## src/design/pfkd_pkg.sv

```systemverilog
// Shared types, codes and keystream helper functions for the archive byte decryptor.
`timescale 1ns / 1ps
`default_nettype none
package pfkd_pkg;

	// Item action codes
	localparam logic [1:0] ACT_DECRYPT = 2'd0;
	localparam logic [1:0] ACT_SKIP    = 2'd1;
	localparam logic [1:0] ACT_RESTART = 2'd2;

	// Register indexes (byte address is 8 * index)
	localparam logic [2:0] REG_ENCRYPT_ENABLE = 3'd0;
	localparam logic [2:0] REG_FILE_SIZE      = 3'd1;
	localparam logic [2:0] REG_KEY_A_LOW      = 3'd2;
	localparam logic [2:0] REG_KEY_A_HIGH     = 3'd3;
	localparam logic [2:0] REG_KEY_B_LOW      = 3'd4;
	localparam logic [2:0] REG_KEY_B_HIGH     = 3'd5;

	// Bus geometry
	localparam int ADDR_W = 6;
	localparam int DATA_W = 64;

	// Keystream state after reset or restart
	localparam logic [3:0] KEY_POS_A_INIT = 4'd0;
	localparam logic [3:0] KEY_POS_B_INIT = 4'd8;

	// Configuration seen by the keystream core
	typedef struct packed {
		logic         encrypt_enable;
		logic [30:0]  file_size;
		logic [127:0] key_a;
		logic [127:0] key_b;
	} cfg_t;

	// Pick one key byte from a 16-byte key
	function automatic logic [7:0] key_byte(input logic [127:0] key, input logic [3:0] idx);
		return key[{idx, 3'b000} +: 8];
	endfunction

	// Remainder by 7 of a 7-bit value: fold octal digits (8 is 1 mod 7)
	function automatic logic [2:0] mod7(input logic [6:0] n);
		logic [3:0] s;
		logic [3:0] t;
		s = {3'b000, n[6]} + {1'b0, n[5:3]} + {1'b0, n[2:0]};
		t = {3'b000, s[3]} + {1'b0, s[2:0]};
		if (t >= 4'd7) begin
			t = t - 4'd7;
		end
		return t[2:0];
	endfunction

	// Remainder by 12 of a 7-bit value: low two bits plus 4 * ((n >> 2) mod 3)
	function automatic logic [3:0] mod12(input logic [6:0] n);
		logic [2:0] s;
		s = {1'b0, n[3:2]} + {1'b0, n[5:4]} + {2'b00, n[6]};
		if (s >= 3'd6) begin
			s = s - 3'd6;
		end else if (s >= 3'd3) begin
			s = s - 3'd3;
		end
		return {s[1:0], n[1:0]};
	endfunction

endpackage
`default_nettype wire

```

## src/design/pfkd_regs.sv

```systemverilog
// Configuration register file behind the APB-style port.
`timescale 1ns / 1ps
`default_nettype none
module pfkd_regs (
	input  wire logic                        clk,
	input  wire logic                        arst_n,
	input  wire logic                        wr_en,
	input  wire logic [2:0]                  reg_idx,
	input  wire logic [pfkd_pkg::DATA_W-1:0] wr_data,
	output pfkd_pkg::cfg_t                   cfg,
	output logic [pfkd_pkg::DATA_W-1:0]      rd_data
);

	logic        encrypt_enable_q;
	logic [30:0] file_size_q;
	logic [63:0] key_a_low_q;
	logic [63:0] key_a_high_q;
	logic [63:0] key_b_low_q;
	logic [63:0] key_b_high_q;

	// Write the addressed register; unknown indexes are dropped
	always_ff @(posedge clk or negedge arst_n) begin
		if (!arst_n) begin
			encrypt_enable_q <= 1'b0;
			file_size_q      <= '0;
			key_a_low_q      <= '0;
			key_a_high_q     <= '0;
			key_b_low_q      <= '0;
			key_b_high_q     <= '0;
		end else if (wr_en) begin
			case (reg_idx)
				pfkd_pkg::REG_ENCRYPT_ENABLE: encrypt_enable_q <= wr_data[0];
				pfkd_pkg::REG_FILE_SIZE:      file_size_q      <= wr_data[30:0];
				pfkd_pkg::REG_KEY_A_LOW:      key_a_low_q      <= wr_data;
				pfkd_pkg::REG_KEY_A_HIGH:     key_a_high_q     <= wr_data;
				pfkd_pkg::REG_KEY_B_LOW:      key_b_low_q      <= wr_data;
				pfkd_pkg::REG_KEY_B_HIGH:     key_b_high_q     <= wr_data;
				default: ;
			endcase
		end
	end

	// Read back the addressed register
	always_comb begin
		case (reg_idx)
			pfkd_pkg::REG_ENCRYPT_ENABLE: rd_data = {63'd0, encrypt_enable_q};
			pfkd_pkg::REG_FILE_SIZE:      rd_data = {33'd0, file_size_q};
			pfkd_pkg::REG_KEY_A_LOW:      rd_data = key_a_low_q;
			pfkd_pkg::REG_KEY_A_HIGH:     rd_data = key_a_high_q;
			pfkd_pkg::REG_KEY_B_LOW:      rd_data = key_b_low_q;
			pfkd_pkg::REG_KEY_B_HIGH:     rd_data = key_b_high_q;
			default:                      rd_data = '0;
		endcase
	end

	assign cfg.encrypt_enable = encrypt_enable_q;
	assign cfg.file_size      = file_size_q;
	assign cfg.key_a          = {key_a_high_q, key_a_low_q};
	assign cfg.key_b          = {key_b_high_q, key_b_low_q};

endmodule
`default_nettype wire

```

## src/design/pfkd_core.sv

```systemverilog
// Keystream state and the per-byte decrypt and advance logic.
`timescale 1ns / 1ps
`default_nettype none
module pfkd_core (
	input  wire logic       clk,
	input  wire logic       arst_n,
	input  pfkd_pkg::cfg_t  cfg,
	input  wire logic       go,
	input  wire logic [1:0] action,
	input  wire logic [7:0] data_in,
	output logic [7:0]      byte_out
);

	logic [3:0] key_pos_a_q;
	logic [3:0] key_pos_b_q;
	logic [6:0] string_number_q;
	logic       nibble_swap_q;

	logic [3:0] key_pos_a_nxt;
	logic [3:0] key_pos_b_nxt;
	logic [6:0] string_number_nxt;
	logic       nibble_swap_nxt;

	logic [4:0] adv_a;
	logic [4:0] adv_b;
	logic [6:0] sn_step;
	logic [7:0] mix;

	// Decrypt the byte from the current keystream position, or pass it through when encryption is off
	always_comb begin
		mix = pfkd_pkg::key_byte(cfg.key_b, key_pos_b_q) ^ {1'b0, string_number_q} ^ data_in;
		if (nibble_swap_q) begin
			mix = {mix[3:0], mix[7:4]};
		end
		if (cfg.encrypt_enable) begin
			byte_out = mix ^ pfkd_pkg::key_byte(cfg.key_a, key_pos_a_q);
		end else begin
			byte_out = data_in;
		end
	end

	// Next keystream position
	always_comb begin
		adv_a             = {1'b0, key_pos_a_q} + 5'd1;
		adv_b             = {1'b0, key_pos_b_q} + 5'd1;
		sn_step           = string_number_q + 7'd2;
		key_pos_a_nxt     = key_pos_a_q;
		key_pos_b_nxt     = key_pos_b_q;
		string_number_nxt = string_number_q;
		nibble_swap_nxt   = nibble_swap_q;
		if (cfg.encrypt_enable) begin
			case (action)
				pfkd_pkg::ACT_DECRYPT, pfkd_pkg::ACT_SKIP: begin
					key_pos_a_nxt = adv_a[3:0];
					key_pos_b_nxt = adv_b[3:0];
					if (adv_a <= 5'd15) begin
						// index A still in range: wrap B past 12
						if (adv_b > 5'd12) begin
							key_pos_b_nxt   = 4'd0;
							nibble_swap_nxt = ~nibble_swap_q;
						end
					end else if (adv_b <= 5'd8) begin
						key_pos_a_nxt   = 4'd0;
						nibble_swap_nxt = ~nibble_swap_q;
					end else begin
						// both wrapped: step the string number and reload
						string_number_nxt = sn_step;
						if (nibble_swap_q) begin
							key_pos_a_nxt   = {1'b0, pfkd_pkg::mod7(sn_step)};
							key_pos_b_nxt   = pfkd_pkg::mod12(sn_step) + 4'd2;
							nibble_swap_nxt = 1'b0;
						end else begin
							key_pos_b_nxt   = {1'b0, pfkd_pkg::mod7(sn_step)};
							key_pos_a_nxt   = pfkd_pkg::mod12(sn_step) + 4'd3;
							nibble_swap_nxt = 1'b1;
						end
					end
				end
				pfkd_pkg::ACT_RESTART: begin
					string_number_nxt = cfg.file_size[8:2];
					key_pos_a_nxt     = pfkd_pkg::KEY_POS_A_INIT;
					key_pos_b_nxt     = pfkd_pkg::KEY_POS_B_INIT;
					nibble_swap_nxt   = 1'b0;
				end
				default: ;
			endcase
		end
	end

	// Update the keystream state when a transaction leaves the input stage
	always_ff @(posedge clk or negedge arst_n) begin
		if (!arst_n) begin
			key_pos_a_q     <= pfkd_pkg::KEY_POS_A_INIT;
			key_pos_b_q     <= pfkd_pkg::KEY_POS_B_INIT;
			string_number_q <= '0;
			nibble_swap_q   <= 1'b0;
		end else if (go) begin
			key_pos_a_q     <= key_pos_a_nxt;
			key_pos_b_q     <= key_pos_b_nxt;
			string_number_q <= string_number_nxt;
			nibble_swap_q   <= nibble_swap_nxt;
		end
	end

endmodule
`default_nettype wire

```

## src/design/pack_file_keystream_decryptor.sv

```systemverilog
// Top level: input stage, keystream core, output register and configuration port.
// A decrypt transaction is held in the input stage, then in the output register.
// Throughput: one transaction per cycle; skip and restart retire without a result.
// The input stage stalls only while a finished byte waits in the output register.
// Reset (arst_n low, asynchronous): both stages empty, registers zero,
// key indices 0 and 8, string number 0, nibble swap clear.
`timescale 1ns / 1ps
`default_nettype none
module pack_file_keystream_decryptor (
	input  wire logic                        clk,
	input  wire logic                        arst_n,
	input  wire logic                        in_valid,
	output logic                             in_stall,
	input  wire logic [1:0]                  action,
	input  wire logic [7:0]                  data_in,
	output logic                             out_valid,
	input  wire logic                        out_stall,
	output logic [7:0]                       data_out,
	input  wire logic                        psel,
	input  wire logic                        penable,
	input  wire logic                        pwrite,
	input  wire logic [pfkd_pkg::ADDR_W-1:0] paddr,
	input  wire logic [pfkd_pkg::DATA_W-1:0] pwdata,
	output logic [pfkd_pkg::DATA_W-1:0]      prdata,
	output logic                             pready
);

	pfkd_pkg::cfg_t cfg;

	logic       item_valid_s1;
	logic [1:0] action_s1;
	logic [7:0] data_s1;
	logic       out_valid_q;
	logic [7:0] data_out_q;
	logic       has_result;
	logic       go;
	logic [7:0] byte_out;

	// Configuration registers
	assign pready = 1'b1;

	pfkd_regs u_regs (
		.clk     (clk),
		.arst_n  (arst_n),
		.wr_en   (psel && penable && pwrite),
		.reg_idx (paddr[5:3]),
		.wr_data (pwdata),
		.cfg     (cfg),
		.rd_data (prdata)
	);

	// Advance the input stage unless its byte has nowhere to go
	assign has_result = (action_s1 == pfkd_pkg::ACT_DECRYPT);
	assign go         = item_valid_s1 && (!has_result || !out_valid_q || !out_stall);
	assign in_stall   = item_valid_s1 && !go;

	// Input stage
	always_ff @(posedge clk or negedge arst_n) begin
		if (!arst_n) begin
			item_valid_s1 <= 1'b0;
		end else if (in_valid && !in_stall) begin
			item_valid_s1 <= 1'b1;
		end else if (go) begin
			item_valid_s1 <= 1'b0;
		end
	end

	always_ff @(posedge clk) begin
		if (in_valid && !in_stall) begin
			action_s1 <= action;
			data_s1   <= data_in;
		end
	end

	pfkd_core u_core (
		.clk      (clk),
		.arst_n   (arst_n),
		.cfg      (cfg),
		.go       (go),
		.action   (action_s1),
		.data_in  (data_s1),
		.byte_out (byte_out)
	);

	// Output register: load a decrypted byte, drop it once taken
	always_ff @(posedge clk or negedge arst_n) begin
		if (!arst_n) begin
			out_valid_q <= 1'b0;
		end else if (go && has_result) begin
			out_valid_q <= 1'b1;
		end else if (!out_stall) begin
			out_valid_q <= 1'b0;
		end
	end

	always_ff @(posedge clk) begin
		if (go && has_result) begin
			data_out_q <= byte_out;
		end
	end

	assign out_valid = out_valid_q;
	assign data_out  = data_out_q;

endmodule
`default_nettype wire

```

## config.mk

```make
export PLATFORM = sky130hd
export DESIGN_NAME = pack_file_keystream_decryptor
export DESIGN_NICKNAME = d
export VERILOG_FILES = /design/src/design/pfkd_pkg.sv /design/src/design/pfkd_regs.sv /design/src/design/pfkd_core.sv /design/src/design/pack_file_keystream_decryptor.sv
export SDC_FILE = /design/constraint.sdc
export NUM_CORES = 1
export LEC_CHECK = 0
export BUFFER_PORTS_ARGS = -buffer_cell sky130_fd_sc_hd__buf_2
export CORE_MARGIN = 5
export CORE_UTILIZATION = 35
export DETAILED_ROUTE_END_ITERATION = 7
export GPL_ROUTABILITY_DRIVEN = 0
export GPL_TIMING_DRIVEN = 0
export SLEW_MARGIN = 5
export SYNTH_ARGS = -nofsm -noshare
export SYNTH_HDL_FRONTEND = slang
export SYNTH_SLANG_ARGS = --single-unit
```

## constraint.sdc

```tcl
create_clock -name clk -period 4.8 [get_ports clk]
set_clock_uncertainty 0.05 [all_clocks]
set_input_delay 0.96 -clock clk [delete_from_list [all_inputs] [get_ports clk]]
set_output_delay 0.96 -clock clk [all_outputs]
set_load 0.05 [all_outputs]
```

# After elaboration in Yosys (flattened, before gate mapping)
# Index checks and enable logic that the tools add are counted.
# word_totals
reg_bits	324
input_bits	87
out_inout_bits	75
elab_cells	115
# classes
n_addsub	13
magnitude_cmp	6
eq_ne	11
shifts	2
mux	37
bitwise	4
n_reduce_logical	27
# ops
cell	count
64-bit case mux with 6 select lines	1
128-bit by 8-bit variable part select with 8-bit output	2
4-bit two-way mux	7
2-bit two-way mux	12
8-bit two-way mux	2
4-bit case mux with 2 select lines	2
8-bit bitwise XOR	2
7-bit two-way mux	2
7-bit case mux with 2 select lines	1
2-bit AND reduction	6
4-bit by 1-bit adder with 5-bit output, second input constant	2
5-bit by 4-bit less-or-equal comparator with 1-bit output, second input constant	2
1-bit by 3-bit adder with 4-bit output	2
4-bit by 2-bit adder with 4-bit output, second input constant	2
1-bit two-way mux	8
8-bit by 7-bit bitwise XOR with 8-bit output	1
7-bit by 2-bit adder with 7-bit output, second input constant	1
3-bit by 2-bit == test with 1-bit output, second input constant	2
3-bit == test, second input constant	2
1-bit logical AND	6
5-bit by 4-bit greater-than comparator with 1-bit output, second input constant	1
1-bit logical NOT	5
5-bit AND reduction	1
4-bit by 3-bit adder with 4-bit output	1
23 further kinds	27

# Logic depth before layout (Yosys ltp)
# Gate-level depths: netlist (run 1).
# depth
ltp_word	16
depth_mapped	17
depth_no_buf	16

# Hierarchy
# Synthesis (run 1) repeated with hierarchy kept, for this count alone.
# unflattened
hier_cells	1342
hier_area_um2	18411.4
# modules_own_cells
mod	n_inst	cells_each	area_each_um2	seq_area_each_um2
pfkd_regs	1	848	13372.8	7206.9
pfkd_core	1	463	4377.9	401.6
pack_file_keystream_decryptor	1	31	660.6	590.6

# Least setup slack after synthesis (run 1)
# No wires, ideal clock.
# synth_timing
path_type	input to output
start	in paddr[3] (netlist name)
end	out prdata[27] (netlist name)
arrival_ns	3.171
required_time_ns	3.790
setup_slack_ns	0.619
path_stages	5
path_buffers	3
path_cell_list	buf_1 buf_1 buf_1 mux2i_1 o22ai_1
# synth_via
elab_chain_cells	2
word_cells_on_any_way	7
cone_classes	eq/ne: 5; mux: 1; reduce/logical: 1
# synth_lines
item	line	text
start, declared	pack_file_keystream_decryptor.sv:22	input wire logic [pfkd_pkg::ADDR_W-1:0] paddr,
3-bit == test, or another cell as far along	pfkd_regs.sv:45	case (reg_idx)
64-bit case mux with 6 select lines (*)	pfkd_regs.sv:45	
end, declared	pack_file_keystream_decryptor.sv:24	output logic [pfkd_pkg::DATA_W-1:0] prdata,
# Mark *: on every way between the ends. The rest lies on a longest branch, timed or not.

# Final worst setup path (run 1)
# layout_timing
start	in paddr[4] (netlist name)
end	out prdata[27] (netlist name)
# The elaborated chain is that of the path after synthesis.

==> results of run 1 <==
==> cells in the mapped netlist (all sizes together) (7+ instances only) <==
cell type / instances
mux2: 305
o221ai: 19
and2: 10
nor2b: 9
ha: 15
o22ai: 44
a21oi: 23
o21ai: 64
a221oi: 13
o221a: 9
dfrtp: 305
xnor2: 15
or3: 11
mux2i: 146
a2111oi: 7
a221o: 32
a31oi: 11
nand2b: 9
mux4: 35
inv: 17
edfxtp: 18
nand2: 70
clkbuf: 76
buf: 30
nor2: 23
nand3: 10
==> state kept, by name, summed over array words and instances (netlist names) <==
name                     count
u_core.string_number_q       7
u_core.key_pos_a_q           4
u_core.nibble_swap_q         1
data_s1                      8
item_valid_s1                1
u_regs.key_b_low_q          64
u_regs.key_b_high_q         64
data_out                     8
u_regs.file_size_q          31
u_core.key_pos_b_q           4
out_valid                    1
u_regs.key_a_low_q          64
u_regs.key_a_high_q         64
u_regs.encrypt_enable_q      1
action_s1                    2
==> critical path, cell delays in order <==
cell and delay [ns]:
buf_2 0.13, nand2b_1 0.14, clkbuf_1 0.54, clkbuf_1 0.63, buf_1 0.70, o22ai_1 0.35, buf_2 0.32
==> metal layers <==
metal,part of all wire [%],global-route usage (%)
met1,42,31.34
met2,46,36.60
met3,8.3,4.885
met4,3.2,7.072
met5,0.037,0
==> placed cells by master (no fill, tap or decap), types with 15 or more instances in the layout <==
master,Yosys,final
o22ai_1,44,44
clkbuf_1,76,77
edfxtp_1,18,18
dfrtp_1,305,304
o21ai_0,60,60
mux2i_1,146,146
mux2_2,292,292
clkbuf_16,0,38
a221o_1,32,32
buf_2,11,168
a21oi_1,23,23
nand2_1,70,70
nor2_1,23,23
ha_1,15,15
mux4_2,35,35
xnor2_1,15,15
o221ai_1,19,19
inv_1,17,17
==> power breakdown <==
| part | internal (W) | switching (W) | leakage [nW] | total [W] |
|---|---|---|---|---|
| logic | 0.00198 | 0.00291 | 4.40 | 0.00489 |
| clock network | 0.00196 | 0.00125 | 0.671 | 0.00322 |
| registers | 0.00330 | 0.000501 | 4.08 | 0.00381 |
| total | 0.00725 | 0.00466 | 9.15 | 0.0119 |
==> stage by stage <==
step | cell area (um^2) | std cells | utilization [%]
floorplan | 17760 | 1426 | -
global placement | 19390 | 2255 | 38.65
detailed placement | 19450 | 2257 | 38.78
CTS | 20840 | 2326 | 41.55
global route | 20840 | 2325 | 41.55
finish | 20840 | 2325 | 41.55
==> worst paths after layout <==
path	endpoint	slack [ns]	depth (start not counted)
setup reg to reg	u_core.key_pos_b_q[3]$_DFFE_PN1P_	0.25	16
setup / recovery	prdata[27]	0.01	7
hold reg to reg	u_regs.file_size_q[30]$_DFFE_PN0P_	0.46	1
hold / removal	u_regs.file_size_q[10]$_DFFE_PN0P_	0.38	1
min in group clk	u_regs.file_size_q[30]$_DFFE_PN0P_	0.46	1
max in group asynchronous	u_regs.key_b_high_q[46]$_DFFE_PN0P_	3.19	2
==> what timing repair did <==
action                                  CTS  global route
endpoints found under the setup margin   34            14
gates cloned                              0             0
hold endpoints to repair                  0             0
resized for setup                         6             4
==> cell type report <==
cell class | instances | area (um^2)
Inverter | 18 | 67.56
Timing Repair Buffer | 159 | 850.8
Clock buffer | 50 | 1076
Tap cell | 672 | 840.8
Buffer | 105 | 473.0
Sequential cell | 324 | 8200
Fill cell | 4777 | 29330
Multi-Input combinational cell | 978 | 9039
Clock inverter | 19 | 296.5
==> logic make-up after synthesis <==
logic type               after synthesis  share of synthesized area [%]
buffers and inverters                124                          2.951
other                                  1                        0.02111
XOR/XNOR                              18                         0.8876
AO/OA/AOI/OAI                        282                          11.71
multiplexers                         486                          32.00
AND/OR/NAND/NOR                      173                          4.868
adder cells (fa/ha/maj)               18                          1.395
flip-flops                           324                          46.16
==> qor.txt, run 1 <==
Core Area - 50,170 um^2
Insertion delay to the later sink of the worst-skew pair - 0.57 ns
Top post-synthesis cells by area - dfrtp_1, mux2_2, mux2i_1
Drt wl/cell - 28.20 um
Netlist cell types - 77
Die Span Y - 235.3 um
Area grow syn2layout - 17.35%
Clk buf depth - 3
Largest net degree at the start of global routing - 110
Post-synth EDFFs - 18
Final Max Tran Viols - 0
Worst setup path startpoint - paddr[4]
Initial Util - 35.40%
Top_reg_cell synth - dfrtp_1
Via count - 13,950
Hold WC Path Type - primary input to asynchronous set/reset pin
Post-synth top area share - 42.97%
WL final - 65,560 um
Endpoints failing hold - 0
Maximum clock rate - 208.8 MHz
Syn_nets - 1,531
Vias/cell - 6.001
Max FO, Critical Path - 10
First-pass GRT wire length - 96,160 um
Row cnt - 82
Crit start category - primary input
HPWL Detailed - 48,150 um
Diodes inserted - 0
Critical Path RT - 3.79 ns
Avg Inst Size Synth - 12.46 um^2
Vias in the first global route - 14,240
Period minus WS final - 4.788 ns
Max_cap viols - 0
Crit path arrival time - 3.78 ns
H-tree depth - 2
Setup CP Type - primary input to primary output
Setup-failing EPs final - 0
Register area share after synthesis - 46.16%
Post-synth ARST share - 94.44%
RSZ-0062 raised after global routing - no
Share of cells above drive strength 1 - 35.75%
Fin Hold WS - 0.3842 ns
Area of the mapped netlist - 17,760 um^2
# hold bufs at CTS - 0
Synth warn - 0
Synth area leader - dfrtp_1
Die X - 235.3 um
Worst slew margin - 12.46%
DR iter-0 viols - 1,441
Total power - 0.01191 W
Total gr overflow - 0
DRC - 0
Peak VDD IR - 0.2432 mV
CTS clock-pin slew for the worst setup and hold paths - 0.05 ns
Overall global routing resource usage - 22.87%
Tcrit/Tclk final - 99.75%
Final ANT Viol Nets - 0
Pwr dens - 571.5 nW/um^2
Place WS - -0.5373 ns
IO Pins - 162
CTS Buf Count - 38
Root Buffer - clkbuf_16
Final worst slack - 0.01181 ns
Synthesized instance count - 1,426
Final nets - 1,729
Number of port buffers - 157
Reg2Reg Launch Point - u_core.string_number_q[1]$_DFFE_PN0P_
Die area - 55,350 um^2
CTS tree - built
Cell leakage power - 9.152 nW
Crit end category - primary output
Measured slew at the worst slew-check pin - 1.308 ns
TritonRoute pass-1 iters - 8
Number of post-CTS setup repair buffers - 0
CTS Sinks - 324
Status - complete, no violations
Initial antenna violation count - 4
Setup TNS - 0 ns
Synth Register Bits - 324
Note: power is estimated with default switching activity, not from simulation.
==> run 2: changes to the inputs <==
==> constraint.sdc (replaced) <==
create_clock -name clk -period 4.8 [get_ports clk]
set_clock_uncertainty 0.05 [all_clocks]
set_input_delay 0.72 -clock clk [delete_from_list [all_inputs] [get_ports clk]]
set_output_delay 0.72 -clock clk [all_outputs]
set_load 0.05 [all_outputs]
==> run 2 against run 1 <==
Clock power about the same. Hold slack got worse by 0.25 ns. Sequential power about the same. Routed wire length increased by 0.20%. Fmax increased by 2.0%. Combinational power about the same. Critical path depth unchanged. Cell count unchanged. Sequential share of layout area about the same. Via count increased by 0.26%. Die area unchanged. Global-route usage unchanged. Critical path type unchanged. Critical endpoint unchanged. Largest cell class unchanged.
==> qor.txt, run 2 (same netlist as run 1, synthesis figures left out) <==
Register share of total power - 31.9%
Final Cell Area - 20,840 um^2
RSZ-0062 raised after global routing - no
Row cnt - 82
Internal Power - 0.007252 W
Final Max Tran Viols - 0
Vias/cell - 6.017
Switching power - 0.004663 W
Crit start category - primary input
Insertion delay to the later sink of the worst-skew pair - 0.57 ns
Critical Path RT - 4.03 ns
Routed wire length on met2 - 30,370 um
First-pass GRT wire length - 96,160 um
Measured slew at the worst slew-check pin - 1.310 ns
Placed cell count - 2,257
Initial Util - 35.40%
CTS tree - built
Max_cap viols - 0
Register area - 8200 um^2
Hold WC Path Type - primary input to asynchronous set/reset pin
Die Span Y - 235.3 um
Worst slew margin - 12.37%
Status - complete, no violations
Fillers - 4,777
Clk buf depth - 3
Setup CP Type - primary input to primary output
Crit end category - primary output
CTS Sinks - 324
Area after DPL - 19,450 um^2
Switch share - 39.14%
Maximum clock rate - 213.0 MHz
Area of the multi-input gates - 9039 um^2
Initial antenna violation count - 4
DR iter-0 viols - 1,450
Setup TNS - 0 ns
IO Pins - 162
WL final - 65,690 um
Drt wl/cell - 28.25 um
Die area - 55,350 um^2
Clk pwr share - 26.9%
Most frequent cells in the layout - dfrtp_1, mux2_2, buf_2
Reg2Reg Launch Point - u_core.string_number_q[2]$_DFFE_PN0P_
Pwr dens - 571.8 nW/um^2
Met3 wire length - 5384 um
Period minus WS final - 4.694 ns
Reg2Reg Setup Slack - 0.23 ns
Share of cells above drive strength 1 - 35.51%
Peak VDD IR - 0.2468 mV
H-tree depth - 2
Overall global routing resource usage - 22.87%
CTS Buf Count - 38
Wire length on met1 - 27,790 um
Via count - 13,990
Vias in the first global route - 14,240
Cell leakage power - 9.143 nW
Uppermost layer routed - met5
Crit path arrival time - 3.92 ns
Die X - 235.3 um
Worst setup path startpoint - paddr[3]
Final ANT Viol Nets - 0
Most common cell after layout, fill and taps aside - dfrtp_1
Endpoints failing hold - 0
Area grow syn2layout - 17.32%
Fin Hold WS - 0.1382 ns
Setup-failing EPs final - 0
CTS clock-pin slew for the worst setup and hold paths - 0.05 ns
Number of port buffers - 157
Max FO, Critical Path - 10
Total gr overflow - 0
Diodes inserted - 0
TritonRoute pass-1 iters - 6
DRC - 0
Fin cells - 2,325
Number of post-CTS setup repair buffers - 0
Core Area - 50,170 um^2
Final nets - 1,729
HPWL Detailed - 48,150 um
Comb pwr share - 41.1%
Tcrit/Tclk final - 97.79%
Root Buffer - clkbuf_16
Largest net degree at the start of global routing - 110
run 2: cell count changes in the layout (fill, tap and decap cells not counted), sizes merged:
| cell | before | now |
|---|---|---|
| buf | 186 | 187 |
| clkbuf | 126 | 125 |
run 2: repair_timing:
item | CTS | global route
endpoints found under the setup margin | 1 | 2
gates resized for setup | 3 | 4
hold buffers | 0 | 0
run 2: path summary, 6_finish.rpt:
check                                                      end  cells after the start
min reg2reg                 u_regs.file_size_q[30]$_DFFE_PN0P_                      1
min                         u_regs.file_size_q[10]$_DFFE_PN0P_                      1
max in group asynchronous  u_regs.key_b_high_q[60]$_DFFE_PN0P_                      2
min in group clk                          data_s1[6]$_DFFE_PP_                      1
max                                                 prdata[27]                      7
max reg2reg                  u_core.key_pos_b_q[3]$_DFFE_PN1P_                     16
run 2: through the flow:
stage	setup slack (ns)	utilization (%)	total power, W
global route	0.04012	41.54	0.01241
finish	0.1062	41.54	0.01191
CTS	0.008904	41.54	0.01184
floorplan	0.8774	-	0.006996
global placement	-2.939	38.65	0.008460
detailed placement	-0.05735	38.78	0.008624
run 2: final cells by class:
type                       instances  share of cell area [%]
timing repair buffer             159                   4.083
tap                              672                   4.035
buffer                           105                   2.246
sequential                       324                   39.35
clock inverter                    19                   1.423
inverter                          18                  0.3242
clock buffer                      50                   5.164
multi-input combinational        978                   43.37
run 2: layer usage:
layer | vias up | GRT usage [%]
met5 | - | 0
met4 | 4 | 7.072
met3 | 131 | 4.885
met2 | 674 | 36.60
met1 | 7290 | 31.34
li1 | 5890 | -
run 2: power by group through the flow:
stage	clock, W	sequential [W]	combinational [W]
4_1_cts	0.00324	0.00378	0.00482
3_5_place_dp	0	0.00383	0.00480
3_3_place_gp	0	0.00380	0.00466
2_1_floorplan	0	0.00365	0.00335
6_report	0.00321	0.00380	0.00490
5_1_grt	0.00336	0.00386	0.00518
run 2: critical path: stages:
cell             delay [ns]
buf_2                  0.15
buf_1                  0.54
clkdlybuf4s15_1        0.94
clkdlybuf4s15_2        0.65
mux2i_1                0.14
o22ai_1                0.41
buf_2                  0.37
==> run 3: changes to the inputs <==
CORE_UTILIZATION = 50   (was 35)
PLACE_DENSITY = 0.69   (was not set)
==> run 3 against run 2 <==
Register-to-register slack improved by 0.08 ns. Critical path depth unchanged. Sequential share of layout area increased by 0.72 points. Worst setup slack better by 0.045 ns. Total power decreased by 2.8%. Largest power group unchanged. Highest routed layer is now met4. The flow now finishes with violations (DRC). Non-clock buffer count rose by 1. Utilization up 16 points.
==> qor.txt, run 3 (same netlist as run 1, synthesis figures left out) <==
Status - finished with violations
Failing checks - DRC
Most frequent cells in the layout - dfrtp_1, mux2_2, buf_2
Total gr overflow - 0
Crit start category - primary input
Register share of total power - 32.8%
Pwr dens - 566.2 nW/um^2
Post-cts sizing count - 0
Max FO, Critical Path - 10
Number of post-CTS setup repair buffers - 0
Peak VDD IR - 0.3486 mV
Largest net degree at the start of global routing - 109
Core Area - 35,310 um^2
DR iter-0 viols - 1,343
Share of cells above drive strength 1 - 35.19%
Maximum clock rate - 215.1 MHz
Max_cap viols - 0
Most common cell after layout, fill and taps aside - dfrtp_1
Vias/cell - 6.611
Reg2Reg Launch Point - u_core.string_number_q[3]$_DFFE_PN0P_
Final ANT Viol Nets - 0
Die Span Y - 198.5 um
Drt wl/cell - 28.86 um
HPWL Detailed - 44,400 um
Internal Power - 0.007043 W
Fin cells - 2,115
Tcrit/Tclk final - 96.86%
Setup-failing EPs final - 0
RR Endpoint - u_core.key_pos_b_q[3]$_DFFE_PN1P_
First-pass GRT wire length - 89,700 um
Switching power - 0.004541 W
RSZ-0062 raised after global routing - no
Total power - 0.01158 W
Crit end category - primary output
Root Buffer - clkbuf_16
Number of port buffers - 157
IO Pins - 162
Endpoints failing hold - 0
Area grow syn2layout - 15.19%
Placed cell count - 2,046
Row cnt - 69
Setup CP Type - primary input to primary output
Comb pwr share - 41.6%
# hold bufs at CTS - 0
H-tree depth - 2
Switch share - 39.20%
WL final - 61,050 um
CTS Sinks - 324
Reg2Reg Setup Slack - 0.31 ns
Cell leakage power - 9.081 nW
Measured slew at the worst slew-check pin - 1.286 ns
Die area - 39,390 um^2
Vias in the first global route - 13,910
Period minus WS final - 4.649 ns
CTS clock-pin slew for the worst setup and hold paths - 0.06 ns
DRC - 1
Crit path arrival time - 3.88 ns
Via count - 13,980
Worst slew margin - 13.97%
Overall global routing resource usage - 30.53%
Final Max Tran Viols - 0
R2R cell count - 17
Hold WC Path Type - primary input to asynchronous set/reset pin
TritonRoute pass-1 iters - 8
Final nets - 1,729
Initial Util - 50.30%
Critical Path RT - 4.03 ns
CTS tree - built
CTS Buf Count - 37
Clk buf depth - 3
Die X - 198.5 um
Initial antenna violation count - 3
Clk pwr share - 25.6%
Insertion delay to the later sink of the worst-skew pair - 0.55 ns
run 3: final cells by class:
| class | count | area [um^2] |
|---|---|---|
| clock inverter | 18 | 212.7 |
| antenna | 3 | 7.507 |
| inverter | 18 | 67.56 |
| tap | 461 | 576.8 |
| timing repair buffer | 159 | 850.8 |
| multi-input combinational | 978 | 9039 |
| clock buffer | 48 | 1050 |
| fill | 2948 | 14850 |
| sequential | 324 | 8199 |
| buffer | 106 | 456.7 |
run 3: power by group through the flow:
stage | registers (W) | clock network, W | logic, W
after floorplan | 0.00365 | 0 | 0.00335
after global placement | 0.00380 | 0 | 0.00458
after detailed placement | 0.00383 | 0 | 0.00470
after CTS | 0.00378 | 0.00298 | 0.00472
after global routing | 0.00385 | 0.00311 | 0.00513
final | 0.00380 | 0.00297 | 0.00482
run 3: layer usage:
layer	GRT usage (%)	share of wire, %
met1	42.28	41
met3	7.402	10
met2	47.23	45
met5	0	0
met4	11.22	3.8
run 3: through the flow:
step	hold WS (ns)	setup slack, ns	cell area, um^2	setup TNS, ns	utilization, %
CTS	0.2476	0.2608	20450	0	57.92
global route	0.2799	0.04287	20460	0	57.94
global placement	0.4407	-2.885	19120	-865.46	54.16
detailed placement	0.4482	0.2844	19190	0	54.35
finish	0.1943	0.1509	20460	0	57.94
floorplan	0.3744	0.8774	17760	0	-
run 3: how the worst max path moves through the flow:
| stage | slack, ns | start | endpoint | depth (start not counted) |
|---|---|---|---|---|
| 2_1_floorplan | 0.88 | u_core.string_number_q[3]$_DFFE_PN0P_ | u_core.key_pos_b_q[3]$_DFFE_PN1P_ | 17 |
| 3_3_place_gp | -2.89 | arst_n | u_regs.file_size_q[10]$_DFFE_PN0P_ | 1 |
| 3_5_place_dp | 0.28 | paddr[3] | prdata[51] | 7 |
| 4_1_cts | 0.26 | paddr[3] | prdata[51] | 7 |
| 5_1_grt | 0.04 | u_core.string_number_q[3]$_DFFE_PN0P_ | u_core.key_pos_b_q[3]$_DFFE_PN1P_ | 17 |
| 6_report | 0.15 | paddr[3] | prdata[27] | 7 |
run 3: critical path, stage by stage:
cell	delay (ns)
buf_2	0.14
buf_1	0.52
buf_1	0.86
buf_1	0.83
mux2i_1	0.18
o22ai_1	0.29
buf_2	0.33
